$ cat src/rtl/core/nuas_pkg.sv
// Shared types, sizes and codes for the next-unused-above selector.
`default_nettype none

package nuas_pkg;

    localparam int NUM_ENTRIES = 1024;
    localparam int GROUP_SIZE  = 32;
    localparam int NUM_GROUPS  = NUM_ENTRIES / GROUP_SIZE;
    localparam int VALUE_W     = 32;
    localparam int STATUS_W    = 2;

    typedef logic [VALUE_W-1:0]  value_t;
    typedef logic [STATUS_W-1:0] status_t;

    localparam logic FUNC_LOAD  = 1'b0;
    localparam logic FUNC_QUERY = 1'b1;

    localparam status_t STATUS_OK   = 2'd0;
    localparam status_t STATUS_NONE = 2'd1;
    localparam status_t STATUS_FULL = 2'd2;

    typedef struct packed {
        logic   insert;
        logic   capture;
        value_t key;
    } cell_ctrl_t;

endpackage

`default_nettype wire

$ cat src/rtl/core/nuas_group.sv
// First-match select and value pick over one group of cells.
`default_nettype none

module nuas_group (
    input  logic                                  clk,
    input  logic                                  rst_n,
    input  logic                                  load,
    input  logic [nuas_pkg::GROUP_SIZE-1:0]       match,
    input  nuas_pkg::value_t                      values [nuas_pkg::GROUP_SIZE],
    output logic [nuas_pkg::GROUP_SIZE-1:0]       onehot,
    output logic                                  any,
    output nuas_pkg::value_t                      value
);
    import nuas_pkg::*;

    logic [GROUP_SIZE-1:0] onehot_reg;
    logic [GROUP_SIZE-1:0] onehot_next;
    logic                  any_reg;
    value_t                value_reg;
    value_t                value_next;

    always_comb
    begin
        onehot_next = match & (~match + {{(GROUP_SIZE-1){1'b0}}, 1'b1});
        value_next  = '0;
        for (int j = 0; j < GROUP_SIZE; j++)
        begin
            value_next = value_next | (values[j] & {VALUE_W{onehot_next[j]}});
        end
    end

    always_ff @(posedge clk or negedge rst_n)
    begin
        if (!rst_n)
        begin
            onehot_reg <= '0;
            any_reg    <= 1'b0;
        end
        else if (load)
        begin
            onehot_reg <= onehot_next;
            any_reg    <= |match;
        end
    end

    always_ff @(posedge clk)
    begin
        if (load)
        begin
            value_reg <= value_next;
        end
    end

    assign onehot = onehot_reg;
    assign any    = any_reg;
    assign value  = value_reg;

endmodule

`default_nettype wire
$ cat config.mk
export PLATFORM = sky130hd
export DESIGN_NAME = nuas_group
export DESIGN_NICKNAME = d
export VERILOG_FILES = /design/src/rtl/core/nuas_pkg.sv /design/src/rtl/core/nuas_group.sv
export SDC_FILE = /design/constraint.sdc
export NUM_CORES = 1
export LEC_CHECK = 0
export BUFFER_PORTS_ARGS = -buffer_cell sky130_fd_sc_hd__clkbuf_2
export CAP_MARGIN = 20
export CORE_AREA = 2 2 442 444
export DETAILED_ROUTE_END_ITERATION = 12
export DIE_AREA = 0 0 444 446
export GPL_TIMING_DRIVEN = 0
export PLACE_DENSITY = 0.3
export SETUP_SLACK_MARGIN = 0.3
export SYNTH_ARGS = -nofsm -noshare
export SYNTH_HDL_FRONTEND = slang
export SYNTH_SLANG_ARGS = --single-unit
$ cat constraint.sdc
create_clock -name clk -period 1 [get_ports clk]
set_input_delay 0.2 -clock clk [delete_from_list [all_inputs] [get_ports clk]]
set_output_delay 0.2 -clock clk [all_outputs]
set_load 0.05 [all_outputs]
==> impl_metrics.env <==
export IMPL_status="finished, violations left"
export IMPL_violations="negative hold slack, negative setup slack"
export IMPL_start_kind="input pin"
export IMPL_nets=3677
export IMPL_cts_tree="done"
export IMPL_overflow=0
export IMPL_finalSetupViolCount=127
export IMPL_drv_slew=0
export IMPL_firstDrtPassIters=7
export IMPL_num_rows=162
export IMPL_dr_total_vias=19200
export IMPL_dieHeight_microns=446
export IMPL_drt_wl_total_microns=201000
export IMPL_routedWlPerCell_microns=38.6
export IMPL_clk_pin_slew_ns=0.09
export IMPL_place_inst=4985
export IMPL_drt_iter0_drc=2040
export IMPL_syn_area_per_cell_sq_um=7.76
export IMPL_cap_violations=0
export IMPL_worst_hold_slack_ns=-0.136
export IMPL_skew_ns=0
export IMPL_synth_largest_area_cell="a22oi_1"
export IMPL_placed_area_sq_mm=0.0200
export IMPL_grt_pass1_wl_microns=237000
export IMPL_hold_class="input pin to async pin"
export IMPL_dieArea_sq_mm=0.198
export IMPL_track_usage=0.192
export IMPL_worstMarginPinSlew_ns=1.50
export IMPL_maxSlewHeadroom=0.00212
export IMPL_drive_above_1_share=0.673
export IMPL_clock_root_buffer="clkbuf_16"
export IMPL_synth_flop_cell="dfrtp_1"
export IMPL_path_class="input pin to flop"
export IMPL_async_reset_ff_frac=0.508
export IMPL_syn_num_nets=2318
export IMPL_synthCells=1259
export IMPL_synth_top_area_share=0.118
export IMPL_fillers=22400
export IMPL_rsz0062_at_grt="true"
export IMPL_worst_slack_ns=-1.94
export IMPL_cp_end_kind="flop"
export IMPL_fin_cells=5203
export IMPL_ys_ff_latch=65
export IMPL_synth_cell_types=67
export IMPL_synth_warnings=0
export IMPL_clockBufferDepth=2
export IMPL_cp_max_fo=10
export IMPL_crit_required_ns=1.31
export IMPL_viasPerCell=3.68
export IMPL_drc=0
export IMPL_cts_max_level=3
export IMPL_synth_edff_count=32
export IMPL_setup_tns_ns=-97.06
export IMPL_die_x_microns=444
export IMPL_hpwlAfterDp_microns=178000
export IMPL_p_per_area_mw_per_mm2=614
export IMPL_fin_crit_sh=2.94
export IMPL_postLayoutCellArea_sq_mm=0.0252
export IMPL_grt_pass1_vias=18800
export IMPL_pin_count=1124
export IMPL_cp_arrival_ns=3.25
export IMPL_peakVddDrop_mv=1.04
export IMPL_area_growth_syn_to_layout_pct=158
export IMPL_antenna_found_initial=123
export IMPL_ys_top_cells_by_area="a22oi_1 (12%), edfxtp_1 (9.8%), dfrtp_1 (8.5%), a222oi_1 (7.0%), nand2_1 (4.4%)"
export IMPL_grt_max_degree=34
export IMPL_timing_fmax_mhz=340
export IMPL_core_sq_mm=0.194
export IMPL_post_place_ws_ns=-3.87
export IMPL_port_buffers=1115
export IMPL_netlist_area_sq_mm=0.00977
export IMPL_postRouteAntennaNets=0
export IMPL_clkSinkCount=65
export IMPL_post_route_min_period_ns=2.94
export IMPL_p_total_mw=15.5
export IMPL_fin_util=0.130
export IMPL_leakagePower_nw=10.5
export IMPL_initial_core_util=0.0505
export IMPL_hold_violations=33
export IMPL_place_congestion=0.851
export IMPL_insertion_delay_ns=0.42
export IMPL_ys_seq_area_frac=0.183
export IMPL_cts_buffers=9
-- metal layers --
metal  wire length, microns  vias up  part of all wire  track usage
met5                    391        -            0.0019            0
met3                  15500      257             0.077       0.0482
li1                       -     8145                 -            -
met4                   4770       60             0.024       0.0410
met2                 110000     1138              0.55        0.376
met1                  70100     9550              0.35        0.204
-- final timing paths --
path	startpoint	end	slack, ns	cells after the start
worst max-delay path	match[2]	value[18]	-1.94	14
worst min-delay path	rst_n	onehot[25]	-0.14	1
worst max register to register	onehot[21]	onehot[21]	0.09	2
worst min register to register	onehot[8]	onehot[8]	0.53	1
max in group asynchronous	rst_n	onehot[18]	0.54	1
min in group clk	values[291]	value[3]	0.05	3
-- cells by family (layout without fill, tap and decap cells) --
kind of cell | after synthesis | after routing | share of synthesized area
buffers and inverters | 172 | 1536 | 0.0776
other | 0 | 38 | 0
multiplexers | 16 | 16 | 0.0184
AND/OR/NAND/NOR | 406 | 406 | 0.235
AO/OA/AOI/OAI | 600 | 600 | 0.486
flip-flops | 65 | 65 | 0.183
-- cells in the mapped netlist, types with 6 or more instances --
cell	n
a22oi_1	154
nand2_1	115
clkbuf_1	101
nand3_1	83
a222oi_1	68
a21oi_1	57
a22o_1	48
nor2_1	40
o21ai_0	35
dfrtp_1	33
a221o_1	32
edfxtp_1	32
o22ai_1	30
buf_2	27
a221oi_1	25
a32o_1	24
inv_1	24
nand3b_1	22
nor4_1	22
a211oi_1	21
a32oi_1	20
a2bb2oi_1	19
nand4_1	18
nand2b_1	17
mux2_2	16
nor3_1	15
a2111oi_0	14
o221ai_1	13
and3_1	11
buf_4	11
nor2b_1	9
nor4_4	9
o211ai_1	9
a211o_1	8
a21boi_0	6
nor4b_1	6
or3_1	6
-- cells in the final DEF (no fill, tap or decap), types with 33 or more instances in the layout --
master / synthesis / layout
a22o_1: 48 / 43
dfrtp_2: 0 / 33
buf_8: 0 / 67
buf_12: 0 / 44
diode_2: 0 / 38
a21oi_1: 57 / 45
a22oi_1: 154 / 141
clkbuf_2: 0 / 1060
buf_6: 5 / 108
a222oi_1: 68 / 68
nand3_1: 83 / 58
nand2_1: 115 / 108
buf_4: 11 / 113
-- area by class of cell --
cell class / count / area, sq um / area share
diodes: 38 / 95.1 / 0.00377
plain buffers: 148 / 1720 / 0.0680
clock buffers: 10 / 250 / 0.00992
clock inverters: 6 / 70.1 / 0.00278
inverters: 24 / 93.8 / 0.00372
multi-input cells: 1022 / 9060 / 0.359
flip-flops and latches: 65 / 1830 / 0.0724
well taps: 2542 / 3180 / 0.126
repair buffers: 1348 / 8940 / 0.354
-- power by group --
part / internal [mW] / switching (mW) / leakage (nW)
Clock: 2.11 / 1.92 / 0.159
Sequential: 3.00 / 0.0853 / 0.712
Combinational: 3.50 / 4.88 / 9.65
-- critical path, stage by stage --
cell and delay [ns]:
clkbuf_16 0.12, buf_4 0.13, buf_8 0.12, buf_6 0.11
nor4_4 0.39, buf_6 0.20, buf_12 0.12, buf_8 0.11
nand2_8 0.10, or4_4 0.47, clkbuf_16 0.20, o22ai_1 0.66
nor4_4 0.17, nand3_1 0.12
-- what timing repair did --
action / 4_1_cts / 5_1_grt
pin swaps: 104 / 66
gates cloned: 0 / 4
gates resized for setup: 518 / 324
setup endpoints to repair: 148 / 130
hold endpoints to repair: 35 / 33
buffers inserted: 95 / 65
(Power assumes the default switching activity.)
