==> src/rtl/core/nuas_pkg.sv <==
// Shared types, sizes and codes for the next-unused-above selector.
`default_nettype none

package nuas_pkg;

    localparam int NUM_ENTRIES = 1024;
    localparam int GROUP_SIZE  = 32;
    localparam int NUM_GROUPS  = NUM_ENTRIES / GROUP_SIZE;
    localparam int VALUE_W     = 32;
    localparam int STATUS_W    = 2;

    typedef logic [VALUE_W-1:0]  value_t;
    typedef logic [STATUS_W-1:0] status_t;

    localparam logic FUNC_LOAD  = 1'b0;
    localparam logic FUNC_QUERY = 1'b1;

    localparam status_t STATUS_OK   = 2'd0;
    localparam status_t STATUS_NONE = 2'd1;
    localparam status_t STATUS_FULL = 2'd2;

    typedef struct packed {
        logic   insert;
        logic   capture;
        value_t key;
    } cell_ctrl_t;

endpackage

`default_nettype wire

==> src/rtl/core/nuas_cell.sv <==
// One storage cell of the sorted chain: value, used mark, valid bit and match flag.
`default_nettype none

module nuas_cell (
    input  logic                clk,
    input  logic                rst_n,
    input  nuas_pkg::cell_ctrl_t ctrl,
    input  logic                set_used,
    input  logic                prev_gt,
    input  nuas_pkg::value_t    prev_value,
    input  logic                prev_used,
    input  logic                prev_valid,
    output logic                gt,
    output nuas_pkg::value_t    value,
    output logic                used,
    output logic                valid,
    output logic                match
);
    import nuas_pkg::*;

    value_t value_reg;
    value_t value_next;
    logic   used_reg;
    logic   used_next;
    logic   valid_reg;
    logic   valid_next;
    logic   match_reg;
    logic   match_next;

    // An empty cell counts as holding a value above every key.
    assign gt = !valid_reg || (value_reg > ctrl.key);

    always_comb
    begin
        value_next = value_reg;
        used_next  = used_reg;
        valid_next = valid_reg;
        match_next = match_reg;
        if (ctrl.insert && gt)
        begin
            if (prev_gt)
            begin
                value_next = prev_value;
                used_next  = prev_used;
                valid_next = prev_valid;
            end
            else
            begin
                value_next = ctrl.key;
                used_next  = 1'b0;
                valid_next = 1'b1;
            end
        end
        else if (set_used)
        begin
            used_next = 1'b1;
        end
        if (ctrl.capture)
        begin
            match_next = valid_reg && gt && !used_reg;
        end
    end

    always_ff @(posedge clk or negedge rst_n)
    begin
        if (!rst_n)
        begin
            used_reg  <= 1'b0;
            valid_reg <= 1'b0;
            match_reg <= 1'b0;
        end
        else
        begin
            used_reg  <= used_next;
            valid_reg <= valid_next;
            match_reg <= match_next;
        end
    end

    always_ff @(posedge clk)
    begin
        value_reg <= value_next;
    end

    assign value = value_reg;
    assign used  = used_reg;
    assign valid = valid_reg;
    assign match = match_reg;

endmodule

`default_nettype wire

==> config.mk <==
export PLATFORM = sky130hd
export DESIGN_NAME = nuas_cell
export DESIGN_NICKNAME = d
export VERILOG_FILES = /design/src/rtl/core/nuas_pkg.sv /design/src/rtl/core/nuas_cell.sv
export SDC_FILE = /design/constraint.sdc
export NUM_CORES = 1
export LEC_CHECK = 0
export CORE_ASPECT_RATIO = 1.1
export CORE_MARGIN = 10
export CORE_UTILIZATION = 55
export DETAILED_ROUTE_END_ITERATION = 8
export DONT_BUFFER_PORTS = 1
export GPL_TIMING_DRIVEN = 0
export PLACE_DENSITY_LB_ADDON = 0.3
export RECOVER_POWER = 25
export SKIP_CTS_REPAIR_TIMING = 1
export SLEW_MARGIN = 20
export SYNTH_ARGS = -nofsm -noshare
export SYNTH_HDL_FRONTEND = slang
export SYNTH_SLANG_ARGS = --single-unit
==> constraint.sdc <==
create_clock -name clk -period 3.9 [get_ports clk]
set_clock_uncertainty 0.05 [all_clocks]
set_input_delay 0.585 -clock clk [delete_from_list [all_inputs] [get_ports clk]]
set_output_delay 0.585 -clock clk [all_outputs]
set_load 0.02 [all_outputs]
==> reports/qor.csv, run 1 <==
stage,metric,value,unit
detailed_routing,Final Routed Wirelength,5.702,mm
detailed_routing,ratio of routed vias to standard cells,5.754,
timing,minimum clock period,3.172,ns
final_layout,register area,1036,um2
floorplanning,die area,7120,um2
setup_path,signal arrival time at the worst endpoint,2.54,ns
place,last weighted congestion value of the routability-driven placer,0.8036,
detailed_routing,Residual DRC,0,
global_routing,global route total overflow,0,
setup_path,startpoint class of the critical path,register,
floorplanning,initial core utilization,57.05,%
timing,Final Setup Violations,0,
floorplanning,number of ports placed on the die boundary,108,
timing,Rel. slew slack,58.56,%
clock_network,number of clock sinks,35,
setup_path,Critical Path Fanout Max,4,
logic_synthesis,warnings from Yosys,0,
run_status,run status,completed,
clock_network,clk_lat worst skew,0.28,ns
logic_synthesis,Syn Inst Count,236,
final_layout,highest-count cells in the layout ignoring fill and taps,"sky130_fd_sc_hd__nand2_1 (40), sky130_fd_sc_hd__inv_1 (33), sky130_fd_sc_hd__o21ai_0 (32), sky130_fd_sc_hd__ha_1 (32), sky130_fd_sc_hd__edfxtp_1 (32)",
logic_synthesis,number of synthesized flops with an enable pin,32,
final_layout,"final std cell area, no fill",2470,um2
logic_synthesis,predominant post-synthesis flop cell,sky130_fd_sc_hd__edfxtp_1,
floorplanning,core footprint,3994,um2
setup_path,critical-path cell with the highest stage delay,sky130_fd_sc_hd__edfxtp_1,
timing,unrepaired setup endpoints after global routing,no,
pwr,total power of the final layout,977.1,uW
detailed_routing,number of iterations in the first detailed-routing pass,4,
timing,fin. max-slew vios,0,
global_routing,pin count of the biggest net entering global routing,18,
clock_network,number of buffers created by CTS,5,
floorplanning,FP Rows,24,
global_routing,initial antenna violation count,0,
logic_synthesis,ys async rst share,8.571,%
floorplanning,die outline height,87.51,um
final_layout,share of final-layout standard cells stronger than drive strength 1,5.714,%
place,placed instance area,2382,um2
clock_network,CTS tree,yes,
timing,Max Clock Freq,315.3,MHz
detailed_routing,drt wl/cell,19.20,um
timing,Tightest Pin Transition,0.6201,ns
logic_synthesis,post-synthesis cell type count,34,
setup_path,data required time of the worst path,3.26,ns
setup_path,endpoint type of the worst setup path,output pin,
final_layout,area occupied by multi-input gates,1104,um2
pwr,power density relative to cell area,395.6,nW/um2
logic_synthesis,sequential cell area fraction in the yosys report,45.47,%
detailed_routing,count of antenna-violating nets left after detailed routing,0,
setup_path,stage delay of the slowest cell on the critical path,0.51,ns
clock_network,number of buffers between clock root and the deepest sink,2,
logic_synthesis,net count of the mapped netlist,340,
pwr,standby leakage power,1.065,nW
timing,endpoints failing hold,0,
run,reported max-cap violation count,0,
setup_path,capture instance of the worst register-to-register path,value[5],
clock_network,clock slew at reported path FFs,0.07,ns
place,detailed placement HPWL,4.854,mm
final_layout,n_diodes,0,
final_layout,"leading cell type in the layout, fill and taps excluded",sky130_fd_sc_hd__nand2_1,
clock_network,Max H-tree Level,2,
setup_path,length in cells of the worst reg-to-reg path,7,
place,worst setup slack before clock tree synthesis,0.6594,ns
setup_path,critical path startpoint,value[31],
setup_path,chain of cells forming the critical path,"ha_1, nand4_1, nor4_2, o41a_1, o21ai_1, nand2_1",
timing,crit share post-route,81.33,%
global_routing,first-pass GRT wire length,8.838,mm
logic_synthesis,share of the synthesized area in the top cell type,42.17,%
setup_path,origin of the critical flop-to-flop path,value[31],
logic_synthesis,cell type with the largest total area after synthesis,sky130_fd_sc_hd__edfxtp_1,
logic_synthesis,total of flip-flops plus latches after synthesis,35,
logic_synthesis,mean cell area of the mapped netlist,9.654,um2
place,PortBufs,0,
logic_synthesis,biggest area contributors in the synthesized netlist,"sky130_fd_sc_hd__edfxtp_1 (42%), sky130_fd_sc_hd__ha_1 (18%), sky130_fd_sc_hd__o21ai_0 (7.0%)",
floorplanning,horizontal die dimension,81.37,um
final_layout,final layout net count,349,
global_routing,via count of the first global-routing pass,1950,
pwr,Max rail drop VDD,0.0002383,V
timing,final worst-path setup slack,0.7282,ns
hold_path,Hold WC Path Type,in2reg,
detailed_routing,Detailed Route Iter0 Violations,104,
setup_path,internal reg-to-reg setup slack,0.74,ns
final_layout,number of flip-flops under the largest register name,32,
final_layout,Filler cells,350,
setup_path,termination of the worst setup path,gt,
logic_synthesis,synthesized cell area,2278,um2
setup_path,Worst Setup Path Type,reg2out,
detailed_routing,total vias in the final route,1709,
final_layout,growth of design area from synthesis to finish,8.402,%
global_routing,global-route usage over all layers,16.02,%
clock_network,clock tree root driver cell,sky130_fd_sc_hd__clkbuf_8,
-- per-layer routing --
metal	global-route usage [%]	part of all wire (%)
met1	15.58	37
met2	28.90	51
met3	8.781	12
met4	3.465	0.77
met5	0	0
-- where the power goes --
group | leakage (nW) | switching (mW) | total [mW] | internal [mW]
Sequential | 0.339 | 0.0803 | 0.545 | 0.464
Combinational | 0.685 | 0.112 | 0.190 | 0.0781
Clock | 0.0414 | 0.124 | 0.242 | 0.119
-- worst min-delay path by stage --
stage               slack [ns]    end      from  cells past startpoint
CTS                      -0.07  valid     rst_n                      0
global placement          0.24  match     rst_n                      0
global route              0.34  match  ctrl[32]                      1
detailed placement        0.24  valid     rst_n                      0
finish                    0.35  match  ctrl[32]                      1
floorplan                 0.24  match     rst_n                      0
-- logic make-up after synthesis --
group                      count (synthesis)  share of synthesized area [%]
adders and majority gates                 32                          17.57
buffers and inverters                     40                          6.590
AOI/OAI and AO/OA                         65                          16.69
and+or+nand+nor                           63                          13.18
DFF                                       35                          45.47
muxes                                      1                         0.4942
-- through the flow --
stage | hold slack (ns) | TNS [ns] | cells | utilization [%]
finish | 0.3493 | 0 | 297 | 61.84
global route | 0.3429 | 0 | 297 | 61.84
CTS | -0.06779 | 0 | 296 | 61.59
detailed placement | 0.2395 | 0 | 289 | 59.65
global placement | 0.2395 | -29.99 | 288 | 58.68
floorplan | 0.2394 | 0 | 236 | -
-- synth_stat cells, types with 2 or more instances --
| library cell | n |
|---|---|
| sky130_fd_sc_hd__nand2_1 | 40 |
| sky130_fd_sc_hd__inv_1 | 33 |
| sky130_fd_sc_hd__edfxtp_1 | 32 |
| sky130_fd_sc_hd__ha_1 | 32 |
| sky130_fd_sc_hd__o21ai_0 | 32 |
| sky130_fd_sc_hd__a21oi_1 | 14 |
| sky130_fd_sc_hd__nand4_1 | 7 |
| sky130_fd_sc_hd__nor2_1 | 5 |
| sky130_fd_sc_hd__clkbuf_1 | 4 |
| sky130_fd_sc_hd__o21ai_1 | 4 |
| sky130_fd_sc_hd__buf_1 | 3 |
| sky130_fd_sc_hd__dfrtp_1 | 3 |
| sky130_fd_sc_hd__a211oi_1 | 2 |
| sky130_fd_sc_hd__a21o_1 | 2 |
| sky130_fd_sc_hd__nand3_1 | 2 |
| sky130_fd_sc_hd__nor3_1 | 2 |
| sky130_fd_sc_hd__o211ai_1 | 2 |
-- worst max-delay path, delay by kind of cell (launching register included) --
family | cells | cell delay, ns
simple gates | 3 | 0.88
fa+ha+maj | 1 | 0.37
flops | 1 | 0.51
compound gates | 2 | 0.50
-- final cells by class --
cell class | count | share of cell area (%)
inverters | 33 | 5.015
clock inverters | 2 | 0.3546
flip-flops and latches | 35 | 41.95
well taps | 52 | 2.634
multi-input cells | 161 | 44.68
clock buffers | 5 | 2.786
plain buffers | 7 | 1.064
repair buffers | 2 | 1.520
(Power assumes the default switching activity.)
==> inputs of run 2 (changes only) <==
--- a/config.mk
+++ b/config.mk
@@ -5,6 +5,7 @@
 export SDC_FILE = /design/constraint.sdc
 export NUM_CORES = 1
 export LEC_CHECK = 0
+export ABC_AREA = 1
 export CORE_ASPECT_RATIO = 1.1
 export CORE_MARGIN = 10
 export CORE_UTILIZATION = 55
==> constraint.sdc (replaced) <==
create_clock -name clk -period 3.06 [get_ports clk]
set_clock_uncertainty 0.05 [all_clocks]
set_input_delay 0.459 -clock clk [delete_from_list [all_inputs] [get_ports clk]]
set_output_delay 0.459 -clock clk [all_outputs]
set_load 0.02 [all_outputs]
==> run 2 against run 1 <==
Sequential cell count is the same. Clock power is 32% higher. Via count is 2.7% higher. First-iteration DRC count is 0.96% lower. Global-route usage is 0.067 points higher. Hold slack got worse by 0.12 ns. Register-to-register slack lost 0.35 ns. Power is 42% higher. Critical endpoint is now value[5].
==> reports/qor.csv, run 2 <==
stage,metric,value,unit,change
setup_path,buffers plus inverters on the worst setup path,1,,was 0
global_routing,pin count of the biggest net entering global routing,33,,was 18
logic_synthesis,most numerous cell types in the synthesized netlist,"sky130_fd_sc_hd__nand2_1 (74), sky130_fd_sc_hd__inv_1 (45), sky130_fd_sc_hd__o21ai_0 (33)",,"was sky130_fd_sc_hd__nand2_1 (40), sky130_fd_sc_hd__inv_1 (33), sky130_fd_sc_hd__edfxtp_1 (32), sky130_fd_sc_hd__ha_1 (32), sky130_fd_sc_hd__o21ai_0 (32)"
detailed_routing,total vias in the final route,1755,,was 1709
detailed_routing,Detailed Route Iter0 Violations,103,,was 104
setup_path,Critical Path Fanout Max,32,,was 4
run_status,run status,completed,,unchanged
clock_network,number of buffers created by CTS,5,,unchanged
logic_synthesis,cell with the most instances after synthesis,sky130_fd_sc_hd__nand2_1,,unchanged
logic_synthesis,cell type with the largest total area after synthesis,sky130_fd_sc_hd__edfxtp_1,,unchanged
place,detailed placement HPWL,4.722,mm,was 4.854 mm
setup_path,crit-path most repeated cell,sky130_fd_sc_hd__nand2_1,,
place,total placed cells including tap cells,319,,was 289
logic_synthesis,predominant post-synthesis flop cell,sky130_fd_sc_hd__edfxtp_1,,unchanged
global_routing,global-route usage over all layers,16.08,%,was 16.02%
setup_path,chain of cells forming the critical path,"ha_1, nand2_1, nor2_2, nand2_1, nor2_2, nand2_1, nand2_1, nand2_2, nand2_4, nand2_2, inv_2",,"was ha_1, nand4_1, nor4_2, o41a_1, o21ai_1, nand2_1"
final_layout,number of flip-flops under the largest register name,32,,unchanged
setup_path,endpoint type of the worst setup path,register,,was output pin
timing,endpoints failing hold,0,,unchanged
logic_synthesis,ys async rst share,8.571,%,unchanged
logic_synthesis,number of synthesized flops with an enable pin,32,,unchanged
final_layout,final layout net count,379,,was 349
run,reported max-cap violation count,0,,unchanged
floorplanning,horizontal die dimension,81.71,um,was 81.37 um
floorplanning,die area,7180,um2,was 7120 um2
logic_synthesis,total of flip-flops plus latches after synthesis,35,,unchanged
logic_synthesis,share of the synthesized area in the top cell type,41.72,%,was 42.17%
final_layout,register area,1036,um2,unchanged
clock_network,clock slew at reported path FFs,0.07,ns,about the same
timing,unrepaired setup endpoints after global routing,no,,unchanged
detailed_routing,number of iterations in the first detailed-routing pass,4,,unchanged
timing,final worst-path setup slack,0.3910,ns,was 0.7282 ns
logic_synthesis,Syn Inst Count,267,,was 236
setup_path,stage delay of the slowest cell on the critical path,0.52,ns,was 0.51 ns
setup_path,number of stages on the worst setup path,11,,was 6
place,worst setup slack before clock tree synthesis,0.3869,ns,was 0.6594 ns
logic_synthesis,post-synthesis cell type count,23,,was 34
detailed_routing,Final Routed Wirelength,5.656,mm,was 5.702 mm
setup_path,startpoint class of the critical path,register,,unchanged
clock_network,number of buffers between clock root and the deepest sink,2,,unchanged
timing,crit share post-route,87.22,%,
logic_synthesis,warnings from Yosys,0,,unchanged
place,PortBufs,0,,unchanged
final_layout,n_diodes,0,,unchanged
pwr,Max rail drop VDD,0.0003262,V,was 0.0002383 V
place,placed instance area,2369,um2,was 2382 um2
logic_synthesis,synthesized cell area,2303,um2,was 2278 um2
setup_path,Crit path max-delay family,simple AND/OR/NAND/NOR gates,,unchanged
setup_path,termination of the worst setup path,value[5],,was gt
clock_network,number of clock sinks,35,,unchanged
setup_path,critical-path cell with the highest stage delay,sky130_fd_sc_hd__edfxtp_1,,unchanged
detailed_routing,Residual DRC,0,,unchanged
setup_path,length in cells of the worst reg-to-reg path,11,,was 7
floorplanning,initial core utilization,57.68,%,was 57.05%
final_layout,final standard cell utilization of the core,61.56,%,was 61.84%
final_layout,share of final-layout standard cells stronger than drive strength 1,5.797,%,was 5.714%
timing,Tightest Pin Transition,0.6914,ns,was 0.6201 ns
final_layout,area occupied by multi-input gates,1071,um2,was 1104 um2
timing,Final Hold Slack,0.2330,ns,was 0.3493 ns
global_routing,initial antenna violation count,0,,unchanged
setup_path,Worst Setup Path Type,reg2reg,,was reg2out
timing,final sum of negative setup slack,0,ns,unchanged
detailed_routing,drt wl/cell,17.24,um,was 19.20 um
timing,Rel. slew slack,53.84,%,was 58.56%
timing,minimum clock period,2.669,ns,
setup_path,data required time of the worst path,2.93,ns,was 3.26 ns
floorplanning,number of ports placed on the die boundary,108,,unchanged
clock_network,Max H-tree Level,2,,unchanged
floorplanning,die outline height,87.88,um,was 87.51 um
final_layout,highest-count cells in the layout ignoring fill and taps,"sky130_fd_sc_hd__nand2_1 (74), sky130_fd_sc_hd__inv_1 (44), sky130_fd_sc_hd__o21ai_0 (33), sky130_fd_sc_hd__ha_1 (32), sky130_fd_sc_hd__edfxtp_1 (32)",,"was sky130_fd_sc_hd__nand2_1 (40), sky130_fd_sc_hd__inv_1 (33), sky130_fd_sc_hd__o21ai_0 (32), sky130_fd_sc_hd__ha_1 (32), sky130_fd_sc_hd__edfxtp_1 (32)"
final_layout,"final std cell area, no fill",2459,um2,was 2470 um2
timing,Max Clock Freq,374.7,MHz,
floorplanning,FP Rows,24,,unchanged
global_routing,first-pass GRT wire length,9.011,mm,was 8.838 mm
logic_synthesis,net count of the mapped netlist,371,,was 340
floorplanning,core footprint,3994,um2,unchanged
final_layout,"leading cell type in the layout, fill and taps excluded",sky130_fd_sc_hd__nand2_1,,unchanged
setup_path,capture instance of the worst register-to-register path,value[5],,unchanged
pwr,total power of the final layout,1.390,mW,was 977.1 uW
global_routing,global route total overflow,0,,unchanged
hold_path,Hold WC Path Type,in2reg,,unchanged
final_layout,growth of design area from synthesis to finish,6.736,%,was 8.402%
final_layout,post-route non-filler standard cell count,328,,was 297
pwr,standby leakage power,1.180,nW,was 1.065 nW
logic_synthesis,sequential cell area fraction in the yosys report,44.98,%,was 45.47%
global_routing,via count of the first global-routing pass,1970,,was 1950
clock_network,clk_lat worst skew,0.28,ns,about the same
setup_path,critical path startpoint,value[31],,unchanged
pwr,power density relative to cell area,565.5,nW/um2,was 395.6 nW/um2
clock_network,clock tree root driver cell,sky130_fd_sc_hd__clkbuf_8,,unchanged
clock_network,CTS tree,yes,,unchanged
logic_synthesis,biggest area contributors in the synthesized netlist,"sky130_fd_sc_hd__edfxtp_1 (42%), sky130_fd_sc_hd__ha_1 (17%), sky130_fd_sc_hd__nand2_1 (12%)",,"was sky130_fd_sc_hd__edfxtp_1 (42%), sky130_fd_sc_hd__ha_1 (18%), sky130_fd_sc_hd__o21ai_0 (7.0%)"
final_layout,Filler cells,368,,was 350
setup_path,signal arrival time at the worst endpoint,2.54,ns,about the same
place,last weighted congestion value of the routability-driven placer,0.7807,,was 0.8036
timing,fin. max-slew vios,0,,unchanged
setup_path,internal reg-to-reg setup slack,0.39,ns,was 0.74 ns
logic_synthesis,mean cell area of the mapped netlist,8.627,um2,was 9.654 um2
timing,Final Setup Violations,0,,unchanged
detailed_routing,count of antenna-violating nets left after detailed routing,0,,unchanged
setup_path,origin of the critical flop-to-flop path,value[31],,unchanged
detailed_routing,ratio of routed vias to standard cells,5.351,,was 5.754
==> run 2: cell types whose count changed in the layout (fill, tap and decap cells not counted), sizes merged, moves of 3 or more <==
cell	previous run	this run
buf	4	0
nor2	5	12
clkbuf	9	14
nand2	40	77
o211ai	3	0
nand4	8	2
inv	33	45
==> run 2: kinds of logic after synthesis <==
| logic type | after synthesis | synth area share [%] |
|---|---|---|
| AND/OR/NAND/NOR | 97 | 17.49 |
| buffers and inverters | 52 | 8.528 |
| AO/OA/AOI/OAI | 50 | 11.14 |
| flip-flops | 35 | 44.98 |
| adder cells (fa/ha/maj) | 32 | 17.38 |
| multiplexers | 1 | 0.4888 |
==> run 2: how the worst min path moves through the flow <==
stage,startpoint,end,slack [ns],cells past startpoint
6_report,ctrl[32],match,0.23,1
5_1_grt,ctrl[32],match,0.22,1
4_1_cts,rst_n,used,-0.19,0
3_5_place_dp,rst_n,used,0.11,0
3_3_place_gp,rst_n,match,0.11,0
2_1_floorplan,rst_n,match,0.11,0
==> run 2: routing by layer <==
metal	track usage, %	vias up	part of all wire [%]
met1	15.17	794	35
met5	0	-	0
met3	9.529	5	13
met2	29.12	64	52
met4	3.715	0	0.80
li1	-	892	-
==> run 2: final cells by class <==
cell class | count | area share [%]
plain buffers | 7 | 1.069
multi-input cells | 180 | 43.56
clock buffers | 7 | 3.104
inverters | 45 | 6.870
clock inverters | 1 | 0.2036
flip-flops and latches | 35 | 42.14
repair buffers | 1 | 0.4071
well taps | 52 | 2.646
==> run 2: where the power goes <==
| group | total (mW) | internal [mW] | switching (mW) |
|---|---|---|---|
| registers | 0.781 | 0.627 | 0.154 |
| logic | 0.290 | 0.106 | 0.184 |
| clock network | 0.320 | 0.160 | 0.160 |
